===== src/rtl/core/i2ar_pkg.sv =====
// ============================================================================
// i2ar_pkg
// Shared widths, format codes, control struct and digit-to-ASCII mapping.
// ============================================================================
package i2ar_pkg;

    localparam int VAL_W   = 64;              // input value width
    localparam int CMD_W   = 3;               // format code width
    localparam int CHAR_W  = 7;               // ASCII code width
    localparam int NIB_W   = 4;               // one digit slot
    localparam int NDIG    = 22;              // digit slots (octal worst case)
    localparam int DIG_W   = NDIG * NIB_W;    // digit register width
    localparam int BCD_DIG = 20;              // decimal digits of 2^64-1
    localparam int BCD_W   = BCD_DIG * NIB_W;
    localparam int CNT_W   = $clog2(VAL_W);
    localparam int REM_W   = $clog2(NDIG + 1);

    // Format codes
    localparam logic [CMD_W-1:0] CMD_SDEC = 3'd0;
    localparam logic [CMD_W-1:0] CMD_UDEC = 3'd1;
    localparam logic [CMD_W-1:0] CMD_OCT  = 3'd2;
    localparam logic [CMD_W-1:0] CMD_HEXL = 3'd3;
    localparam logic [CMD_W-1:0] CMD_HEXU = 3'd4;

    localparam logic [CHAR_W-1:0] CHR_ZERO  = 7'h30;       // '0'
    localparam logic [CHAR_W-1:0] CHR_UPPER = 7'h41 - 7'd10; // 'A' - 10
    localparam logic [CHAR_W-1:0] CHR_LOWER = 7'h61 - 7'd10; // 'a' - 10

    // Sequencer to digit unit and output stage
    typedef struct packed {
        logic load;     // take a new value into the unit
        logic dabble;   // one shift-and-add-3 step
        logic shift;    // drop the top digit slot
        logic emit;     // write the top digit to the output register
        logic last;     // emitted digit is the final one
        logic upper;    // uppercase hex letters
    } t_unit_ctl;

    function automatic logic [CHAR_W-1:0] digit_to_char(
        input logic [NIB_W-1:0] nib,
        input logic             upper
    );
        logic [CHAR_W-1:0] ext;
        ext = {{(CHAR_W-NIB_W){1'b0}}, nib};
        if (nib < 4'd10) begin
            digit_to_char = CHR_ZERO + ext;
        end else if (upper) begin
            digit_to_char = CHR_UPPER + ext;
        end else begin
            digit_to_char = CHR_LOWER + ext;
        end
    endfunction

endpackage


===== src/rtl/core/integer_to_ascii_radix.sv =====
// ============================================================================
// integer_to_ascii_radix
// Prints a 64-bit value as ASCII digits in decimal, octal or hex.
// ============================================================================
// Input beat: s_axis_tdata carries the value, s_axis_tuser the format code
// (0 signed decimal magnitude, 1 unsigned decimal, 2 octal, 3 lower hex,
// 4 upper hex, other codes lower hex). Output beats carry one ASCII digit
// each, most significant first, no leading zeros, '0' for zero; m_axis_tlast
// marks the final digit. No minus sign is printed.
// One number is in flight at a time; s_axis_tready is high only when idle.
// Decimal runs 64 shift-and-add-3 steps of the shared BCD unit first, then
// every format walks all 22 digit slots once, one per cycle while the
// receiver does not stall: leading zero slots are dropped, the rest emitted.
// A new number is taken only once the last digit of the current one has
// been written to the output register.
// A stalled receiver holds the current digit in the output register and
// stalls digit emission; nothing is lost. Reset drops any number in flight,
// returns the sequencer to idle and clears the output valid flag.
module integer_to_ascii_radix
    import i2ar_pkg::*;
(
    input  logic         i_clk,
    input  logic         i_rst_n,
    input  logic         s_axis_tvalid,
    output logic         s_axis_tready,
    input  logic [63:0]  s_axis_tdata,   // [63:0] value
    input  logic [2:0]   s_axis_tuser,   // [2:0] cmd
    output logic         m_axis_tvalid,
    input  logic         m_axis_tready,
    output logic [7:0]   m_axis_tdata,   // [6:0] digit_char, [7] zero
    output logic         m_axis_tlast
);

    t_unit_ctl         ctl;
    logic              idle;
    logic [NIB_W-1:0]  top;
    logic              out_free;
    logic              r_valid;
    logic [CHAR_W-1:0] r_char;
    logic              r_last;

    assign out_free      = !r_valid || m_axis_tready;
    assign s_axis_tready = idle;

    i2ar_seq u_seq (
        .i_clk      (i_clk),
        .i_rst_n    (i_rst_n),
        .i_in_valid (s_axis_tvalid),
        .i_cmd      (s_axis_tuser),
        .i_top      (top),
        .i_out_free (out_free),
        .o_idle     (idle),
        .o_ctl      (ctl)
    );

    i2ar_digit_unit u_unit (
        .i_clk   (i_clk),
        .i_ctl   (ctl),
        .i_value (s_axis_tdata),
        .i_cmd   (s_axis_tuser),
        .o_top   (top)
    );

    // Output register: load a digit when free, hold it while stalled
    always_ff @(posedge i_clk) begin
        if (!i_rst_n) begin
            r_valid <= 1'b0;
        end else if (ctl.emit) begin
            r_valid <= 1'b1;
        end else if (m_axis_tready) begin
            r_valid <= 1'b0;
        end
        if (ctl.emit) begin
            r_char <= digit_to_char(top, ctl.upper);
            r_last <= ctl.last;
        end
    end

    assign m_axis_tvalid = r_valid;
    assign m_axis_tdata  = {1'b0, r_char};
    assign m_axis_tlast  = r_last;

endmodule


===== src/rtl/core/i2ar_digit_unit.sv =====
// ============================================================================
// i2ar_digit_unit
// Digit register with one shared step unit: load, BCD adjust-and-shift,
// and a one-slot left shift that brings the next digit to the top.
// ============================================================================
module i2ar_digit_unit
    import i2ar_pkg::*;
(
    input  logic             i_clk,
    input  t_unit_ctl        i_ctl,
    input  logic [VAL_W-1:0] i_value,
    input  logic [CMD_W-1:0] i_cmd,
    output logic [NIB_W-1:0] o_top
);

    logic [VAL_W-1:0] r_bin, n_bin;
    logic [DIG_W-1:0] r_dig, n_dig;
    logic [VAL_W-1:0] mag;
    logic [DIG_W-1:0] oct_dig;
    logic [DIG_W-1:0] adj;

    // Magnitude of the value; only signed decimal negates
    always_comb begin
        if ((i_cmd == CMD_SDEC) && i_value[VAL_W-1]) begin
            mag = (~i_value) + 64'd1;
        end else begin
            mag = i_value;
        end
    end

    // Spread 3-bit octal digits over 4-bit slots; the top slot gets one bit
    always_comb begin
        oct_dig = '0;
        for (int i = 0; i < NDIG - 1; i++) begin
            oct_dig[i*NIB_W +: NIB_W] = {1'b0, i_value[i*3 +: 3]};
        end
        oct_dig[(NDIG-1)*NIB_W +: NIB_W] = {3'b000, i_value[VAL_W-1]};
    end

    // Add 3 to every BCD digit of 5 or more
    always_comb begin
        adj = r_dig;
        for (int i = 0; i < BCD_DIG; i++) begin
            if (r_dig[i*NIB_W +: NIB_W] >= 4'd5) begin
                adj[i*NIB_W +: NIB_W] = r_dig[i*NIB_W +: NIB_W] + 4'd3;
            end
        end
    end

    // Select the step
    always_comb begin
        n_bin = r_bin;
        n_dig = r_dig;
        if (i_ctl.load) begin
            n_bin = mag;
            if ((i_cmd == CMD_SDEC) || (i_cmd == CMD_UDEC)) begin
                n_dig = '0;
            end else if (i_cmd == CMD_OCT) begin
                n_dig = oct_dig;
            end else begin
                n_dig = {{(DIG_W-VAL_W){1'b0}}, i_value};
            end
        end else if (i_ctl.dabble) begin
            n_dig = {r_dig[DIG_W-1:BCD_W], adj[BCD_W-2:0], r_bin[VAL_W-1]};
            n_bin = {r_bin[VAL_W-2:0], 1'b0};
        end else if (i_ctl.shift) begin
            n_dig = {r_dig[DIG_W-NIB_W-1:0], {NIB_W{1'b0}}};
        end
    end

    always_ff @(posedge i_clk) begin
        r_bin <= n_bin;
        r_dig <= n_dig;
    end

    assign o_top = r_dig[DIG_W-1 -: NIB_W];

endmodule


===== src/rtl/core/i2ar_seq.sv =====
// ============================================================================
// i2ar_seq
// Sequencer: binary-to-BCD steps for decimal, leading-zero skip, then digit emission.
// ============================================================================
module i2ar_seq
    import i2ar_pkg::*;
(
    input  logic             i_clk,
    input  logic             i_rst_n,
    input  logic             i_in_valid,
    input  logic [CMD_W-1:0] i_cmd,
    input  logic [NIB_W-1:0] i_top,
    input  logic             i_out_free,
    output logic             o_idle,
    output t_unit_ctl        o_ctl
);

    localparam logic [1:0] S_IDLE   = 2'd0;
    localparam logic [1:0] S_DABBLE = 2'd1;
    localparam logic [1:0] S_SKIP   = 2'd2;
    localparam logic [1:0] S_EMIT   = 2'd3;

    logic [1:0]       r_state, n_state;
    logic [CNT_W-1:0] r_cnt, n_cnt;
    logic [REM_W-1:0] r_rem, n_rem;
    logic             r_upper, n_upper;

    // Next state and unit controls
    always_comb begin
        n_state = r_state;
        n_cnt   = r_cnt;
        n_rem   = r_rem;
        n_upper = r_upper;
        o_ctl   = '0;
        o_ctl.upper = r_upper;
        o_ctl.last  = (r_rem == REM_W'(1));
        case (r_state)
            S_IDLE: begin
                if (i_in_valid) begin
                    o_ctl.load = 1'b1;
                    n_upper    = (i_cmd == CMD_HEXU);
                    n_rem      = REM_W'(NDIG);
                    n_cnt      = CNT_W'(VAL_W - 1);
                    if ((i_cmd == CMD_SDEC) || (i_cmd == CMD_UDEC)) begin
                        n_state = S_DABBLE;
                    end else begin
                        n_state = S_SKIP;
                    end
                end
            end
            S_DABBLE: begin
                o_ctl.dabble = 1'b1;
                n_cnt        = r_cnt - CNT_W'(1);
                if (r_cnt == '0) begin
                    n_state = S_SKIP;
                end
            end
            S_SKIP: begin
                // drop leading zeros, keep at least one digit
                if ((i_top == '0) && (r_rem != REM_W'(1))) begin
                    o_ctl.shift = 1'b1;
                    n_rem       = r_rem - REM_W'(1);
                end else begin
                    n_state = S_EMIT;
                end
            end
            S_EMIT: begin
                if (i_out_free) begin
                    o_ctl.emit  = 1'b1;
                    o_ctl.shift = 1'b1;
                    n_rem       = r_rem - REM_W'(1);
                    if (r_rem == REM_W'(1)) begin
                        n_state = S_IDLE;
                    end
                end
            end
            default: begin
                n_state = S_IDLE;
            end
        endcase
    end

    always_ff @(posedge i_clk) begin
        if (!i_rst_n) begin
            r_state <= S_IDLE;
        end else begin
            r_state <= n_state;
        end
        r_cnt   <= n_cnt;
        r_rem   <= n_rem;
        r_upper <= n_upper;
    end

    assign o_idle = (r_state == S_IDLE);

endmodule


===== config.mk =====
export PLATFORM = sky130hd
export DESIGN_NAME = integer_to_ascii_radix
export DESIGN_NICKNAME = d
export VERILOG_FILES = /design/src/rtl/core/i2ar_pkg.sv /design/src/rtl/core/integer_to_ascii_radix.sv /design/src/rtl/core/i2ar_digit_unit.sv /design/src/rtl/core/i2ar_seq.sv
export SDC_FILE = /design/constraint.sdc
export NUM_CORES = 1
export LEC_CHECK = 0
export BUFFER_PORTS_ARGS = -buffer_cell sky130_fd_sc_hd__clkbuf_2
export CAP_MARGIN = 20
export CORE_MARGIN = 3
export CORE_UTILIZATION = 35
export CTS_CLUSTER_SIZE = 28
export DETAILED_ROUTE_END_ITERATION = 7
export GPL_TIMING_DRIVEN = 0
export PLACE_DENSITY = 0.48
export SLEW_MARGIN = 20
export SYNTH_ARGS = -nofsm -noshare
export SYNTH_HDL_FRONTEND = slang
export SYNTH_HIERARCHICAL = 1
export SYNTH_SLANG_ARGS = --single-unit

===== constraint.sdc =====
create_clock -name i_clk -period 12.3 [get_ports i_clk]
set_input_delay 2.46 -clock i_clk [delete_from_list [all_inputs] [get_ports i_clk]]
set_output_delay 2.46 -clock i_clk [all_outputs]
set_load 0.05 [all_outputs]

==> results of run 1 <==
through the flow:
stage	area (sq um)	power [W]	worst slack, ns	hold WS (ns)	instances
after floorplan	12300	0.00226	6.55	0.471	1328
after global placement	13200	0.00269	4.30	0.490	1859
after detailed placement	13300	0.00271	6.34	0.497	1862
after CTS	13900	0.00331	6.82	0.508	1894
after global routing	13900	0.00354	6.58	0.548	1895
final	13900	0.00330	6.65	0.505	1895
where the power goes:
group	switching, W	internal, W
clock network	0.000255	0.000326
logic	0.000876	0.000545
registers	0.000220	0.00108
worst paths after layout:
path,startpoint,endpoint,slack [ns],depth (start not counted)
worst max-delay path,s_axis_tvalid,u_unit/r_dig[20],6.65,8
worst min-delay path,u_seq/r_state[1],u_seq/r_state[1],0.51,2
worst max register to register,u_seq/r_state[0],u_unit/r_dig[20],8.08,9
worst min register to register,u_seq/r_state[1],u_seq/r_state[1],0.51,2
placed cells by master, fill, tap and decap left out, drive strengths merged, types with 6 or more instances in the layout:
cell type    n
inv         70
mux2i       60
or3         43
a31oi       35
and2        13
clkbuf     159
or4         23
edfxtp     172
xnor2       28
nand2      132
ha          51
nand3       23
nor3b       20
o22ai       34
nor4        21
nor2        93
o21ai       96
o41ai        9
a21oi       92
nand2b      25
clkinv       6
o31ai       20
or2          7
o32a        10
nand4       10
a221o       16
o21a        10
nor3        29
buf         24
a2bb2oi      6
xor2        28
per-layer routing:
layer	wire, um	part of all wire (%)
met5	13	0.030
met4	937	2.2
met3	3050	7.1
met2	18800	43
met1	20500	47
critical path: stages:
cell and delay [ns]:
clkbuf_2 0.08, and2_1 0.36, clkbuf_1 0.55, buf_1 0.46
clkbuf_1 0.81, or3_4 0.55, buf_12 0.25, buf_12 0.23
logic make-up after synthesis:
kind of cell	synth area share (%)
AO/OA/AOI/OAI	19.1
XOR/XNOR	3.99
adder cells (fa/ha/maj)	5.19
buffers and inverters	5.05
flip-flops	42.5
multiplexers	5.07
other	0.0305
AND/OR/NAND/NOR	19.1
state kept, by name (all words and copies together), names as in the netlist, 2 cells and up:
signal / count
u_unit/r_bin: 64
u_unit/r_dig: 88
u_seq/r_state: 2
u_seq/r_rem: 5
r_char: 7
u_seq/r_cnt: 6
area by class of cell:
cell class | instances | area share (%)
clock buffer | 19 | 3.18
clock inverter | 13 | 1.18
tap | 455 | 4.09
sequential | 175 | 37.5
inverter | 71 | 1.95
multi-input combinational | 997 | 46.3
buffer | 85 | 2.54
antenna | 1 | 0.0180
timing repair buffer | 79 | 3.21
==> reports/results.ini, run 1 <==
[detailed_routing]
drtIter0Drc=1057
viasPerCell=5.87
routed_wl_um=43200
dr_total_vias=11115
routedWlPerCell_um=22.8
drcViolationCount=0
ant_nets=0
first_pass_iters=6

[setup_path]
crit_arrival_ns=5.79
startpoint_type=input pin
end_kind=flip-flop
cp_max_fo=31
required_ns=12.44
crit_type=in -> reg

[die]
row_count=68
die_y_um=193
initial_core_util_pct=35.5
ios=82
die_w_um=193
fp.dieArea_sq_um=37400
coreArea_sq_um=34600

[placement]
place_congestion=0.893
hpwl_um=31100
portBuffers=76

[cts]
clk_pin_slew_ns=0.07
post_cts_resized=0
clock_sinks=175
cts_tree=done
h-tree-depth=4
cts_setup_buffers=0
cts_buffers=17
cts.root.buffer_cell=clkbuf_16
clk_latency_ns=0.45
holdBufCountCts=0
clockBufferDepth=2

[synth]
syn_avg_cell_area_sq_um=9.26
synth_top_area_share_pct=42.0
synth_edf_count=172
yosys.area.top_type=edfxtp_1
synth_common_cells=edfxtp_1 (172), nand2_1 (131), o21ai_0 (96)
yosys_warnings=6
synth-seq-cells=175
synth_most_common_cell=edfxtp_1
syn_nets=1450
syn_area_sq_um=12300
synth_area_leaders=edfxtp_1 (42%), ha_1 (5.2%), mux2i_1 (4.9%)
seq_area_frac_synth_pct=42.5
synth_cell_types=68
synthFlopType=edfxtp_1
synth_cells=1328
async_reset_ff_share_pct=0

[sta]
finalHoldViolations=0
min_period_ns=5.65
final.setup_skew_ns=0.0155
rsz0062_at_grt=no
slew_headroom_pct=30.6
setup-tns-final_ns=0
fin_crit_sh_pct=45.9
drv_slew=0
worst_slew_pin_slew_ns=1.04
fmax_ghz=0.177
setup_viol=0

[flow_run]
drv_cap=0

[cells_and_area]
multi_input_comb_area_sq_um=6460
drive_gt1_share_pct=10.1
seqCellArea_sq_um=5230
utilization_pct=40.2
area_delta_synth_final_pct=13.3
nFillCells=3514
num-nets-final=1548

[grt]
first_global_vias=10632
gr-usage-all-layers_pct=22.5
antenna_found_initial=2
grt_max_degree=40
grt-ovfl-total=0
use_met3_pct=4.01
use_met1_pct=32.9
grt_pass1_wl_um=65600
top_usage_layer=met2
use_met2_pct=34.2

[min_path]
hp-class=reg -> reg

[run_status]
status=complete, no violations

[pwr]
leakage_nw=4.77
max-vdd-ir-drop_v=0.000113
power.density_nw_per_um2=237

(Power assumes the default switching activity.)
==> inputs of run 2 (changes only) <==
PLACE_DENSITY = 0.5   (was 0.48)
clock period = 4.8 ns   (was 12.3 ns; I/O delays follow)
==> run 2 against run 1 <==
Effect of this change:
- die area stayed put
- critical path depth stayed put
- via count is 0.16% lower
==> reports/results.ini, run 2 (same netlist as run 1, synthesis figures left out) <==
[flow_run]
drv_cap=0

[placement]
placed_area_sq_um=13300
place_congestion=0.878
portBuffers=76
hpwl_um=30300

[die]
coreArea_sq_um=34600
die_w_um=193
die_y_um=193
row_count=68
ios=82
initial_core_util_pct=35.5
fp.dieArea_sq_um=37400

[pwr]
leakage_nw=4.72
power.density_nw_per_um2=597
max-vdd-ir-drop_v=0.000316

[setup_path]
cp-startpoint=u_seq/r_state[0]
cp_max_fo=51
crit_slowest_cell=clkbuf_1
cp_top_family=buffers and inverters
crit_type=reg -> reg
r2r_cells=8
r2r_start=u_seq/r_state[0]
r2r_end=u_unit/r_dig[42]
rrSetupSlack_ns=0.78
critPathMaxStageDelay_ns=0.72
required_ns=4.93
startpoint_type=flip-flop
cp_common_cell=clkbuf_1
end_kind=flip-flop
path_cells=inv_1 > ha_1 > and2_1 > clkbuf_1 > buf_1 > clkbuf_1 > or3_4 > buf_16
cp.buffers_inverters=5
crit_arrival_ns=4.15

[detailed_routing]
dr.max_layer_used=met4
wl_met3_um=2810
wl_met1_um=19900
routed_wl_um=42300
viasPerCell=5.86
wl_met2_um=18700
dr_total_vias=11097
first_pass_iters=6
drtIter0Drc=1306
routedWlPerCell_um=22.3
ant_nets=0
drcViolationCount=0

[run_status]
status=complete, no violations

[cts]
clockBufferDepth=2
holdBufCountCts=0
clk_pin_slew_ns=0.07
cts_buffers=17
cts_setup_buffers=0
post_cts_resized=0
clk_latency_ns=0.45
clock_sinks=175
h-tree-depth=4
cts_tree=done
cts.root.buffer_cell=clkbuf_16

[grt]
grt_max_degree=72
first_global_vias=10524
grt_pass1_wl_um=63800
grt-ovfl-total=0
antenna_found_initial=0
gr-usage-all-layers_pct=21.9

[sta]
fin_worst_hold_slack_ns=0.508
setup_viol=0
slew_headroom_pct=35.8
drv_slew=0
worst_slew_pin_slew_ns=0.963
fmax_ghz=0.249
final.setup_skew_ns=0.0132
rsz0062_at_grt=no
setup-tns-final_ns=0
min_period_ns=4.02
finalHoldViolations=0
fin_crit_sh_pct=83.7

[cells_and_area]
num-nets-final=1546
multi_input_comb_area_sq_um=6460
largest_reg_flops=88
drive_gt1_share_pct=9.53
area_delta_synth_final_pct=12.4
nFillCells=3497
reg_top3=u_unit/r_dig (88), u_unit/r_bin (64), r_char (7)
seqCellArea_sq_um=5230
finalInstanceArea_sq_um=13800
top_register=u_unit/r_dig
final_common_cell=edfxtp_1
final_cell_mix=edfxtp_1 (172), nand2_1 (131), o21ai_0 (96), nor2_1 (93), a21oi_1 (92)

[min_path]
hp-class=reg -> reg
hold_depth=2
hp-start=u_seq/r_state[1]
whs_endpoint=u_seq/r_state[1]

run 2: changes by cell type in the layout (fill, tap and decap cells not counted):
cell        delta
buf_12         -2
bufinv_16      -2
clkbuf_1       +2
clkbuf_8       -1
clkinv_1       +4
clkinv_4       -1
clkinvlp_4     -2
run 2: through the flow:
| stage | utilization, % | setup WS (ns) | instances | total power [W] |
|---|---|---|---|---|
| 6_report | 39.9 | 0.781 | 1893 | 0.00824 |
| 5_1_grt | 39.9 | 0.590 | 1892 | 0.00884 |
| 4_1_cts | 39.9 | 0.802 | 1892 | 0.00824 |
| 3_5_place_dp | 38.4 | 0.448 | 1860 | 0.00689 |
| 3_3_place_gp | 38.3 | -1.60 | 1859 | 0.00685 |
| 2_1_floorplan | - | 0.514 | 1328 | 0.00579 |
run 2: routing by layer:
layer	vias to the layer above	track usage (%)
met3	68	3.05
met4	0	6.46
met2	483	33.5
li1	5180	-
met5	-	0
met1	5366	32.2
run 2: tightest hold or removal path, stage by stage, from the launching register on:
cell and delay, ns:
dfxtp_1 0.34, nand2_1 0.06, mux2i_1 0.06
run 2: layout make-up:
type / count / area share (%)
flip-flops and latches: 175 / 37.8
repair buffers: 77 / 2.95
inverters: 71 / 1.96
diodes: 1 / 0.0181
multi-input cells: 997 / 46.7
clock buffers: 20 / 3.16
clock inverters: 12 / 0.688
plain buffers: 85 / 2.56
well taps: 455 / 4.12
run 2: how the worst max path moves through the flow:
| stage | to | slack [ns] | cells past startpoint |
|---|---|---|---|
| 3_5_place_dp | u_unit/r_dig[16] | 0.45 | 7 |
| 5_1_grt | u_unit/r_dig[85] | 0.59 | 8 |
| 3_3_place_gp | u_unit/r_dig[13] | -1.60 | 6 |
| 2_1_floorplan | u_unit/r_dig[0] | 0.51 | 7 |
| 6_report | u_unit/r_dig[42] | 0.78 | 8 |
| 4_1_cts | u_unit/r_dig[21] | 0.80 | 8 |
run 2: power breakdown:
| part | total, W | switching (W) | internal [W] | leakage [nW] |
|---|---|---|---|---|
| Sequential | 0.00333 | 0.000560 | 0.00277 | 1.67 |
| Combinational | 0.00358 | 0.00222 | 0.00137 | 2.80 |
| Clock | 0.00133 | 0.000624 | 0.000707 | 0.250 |
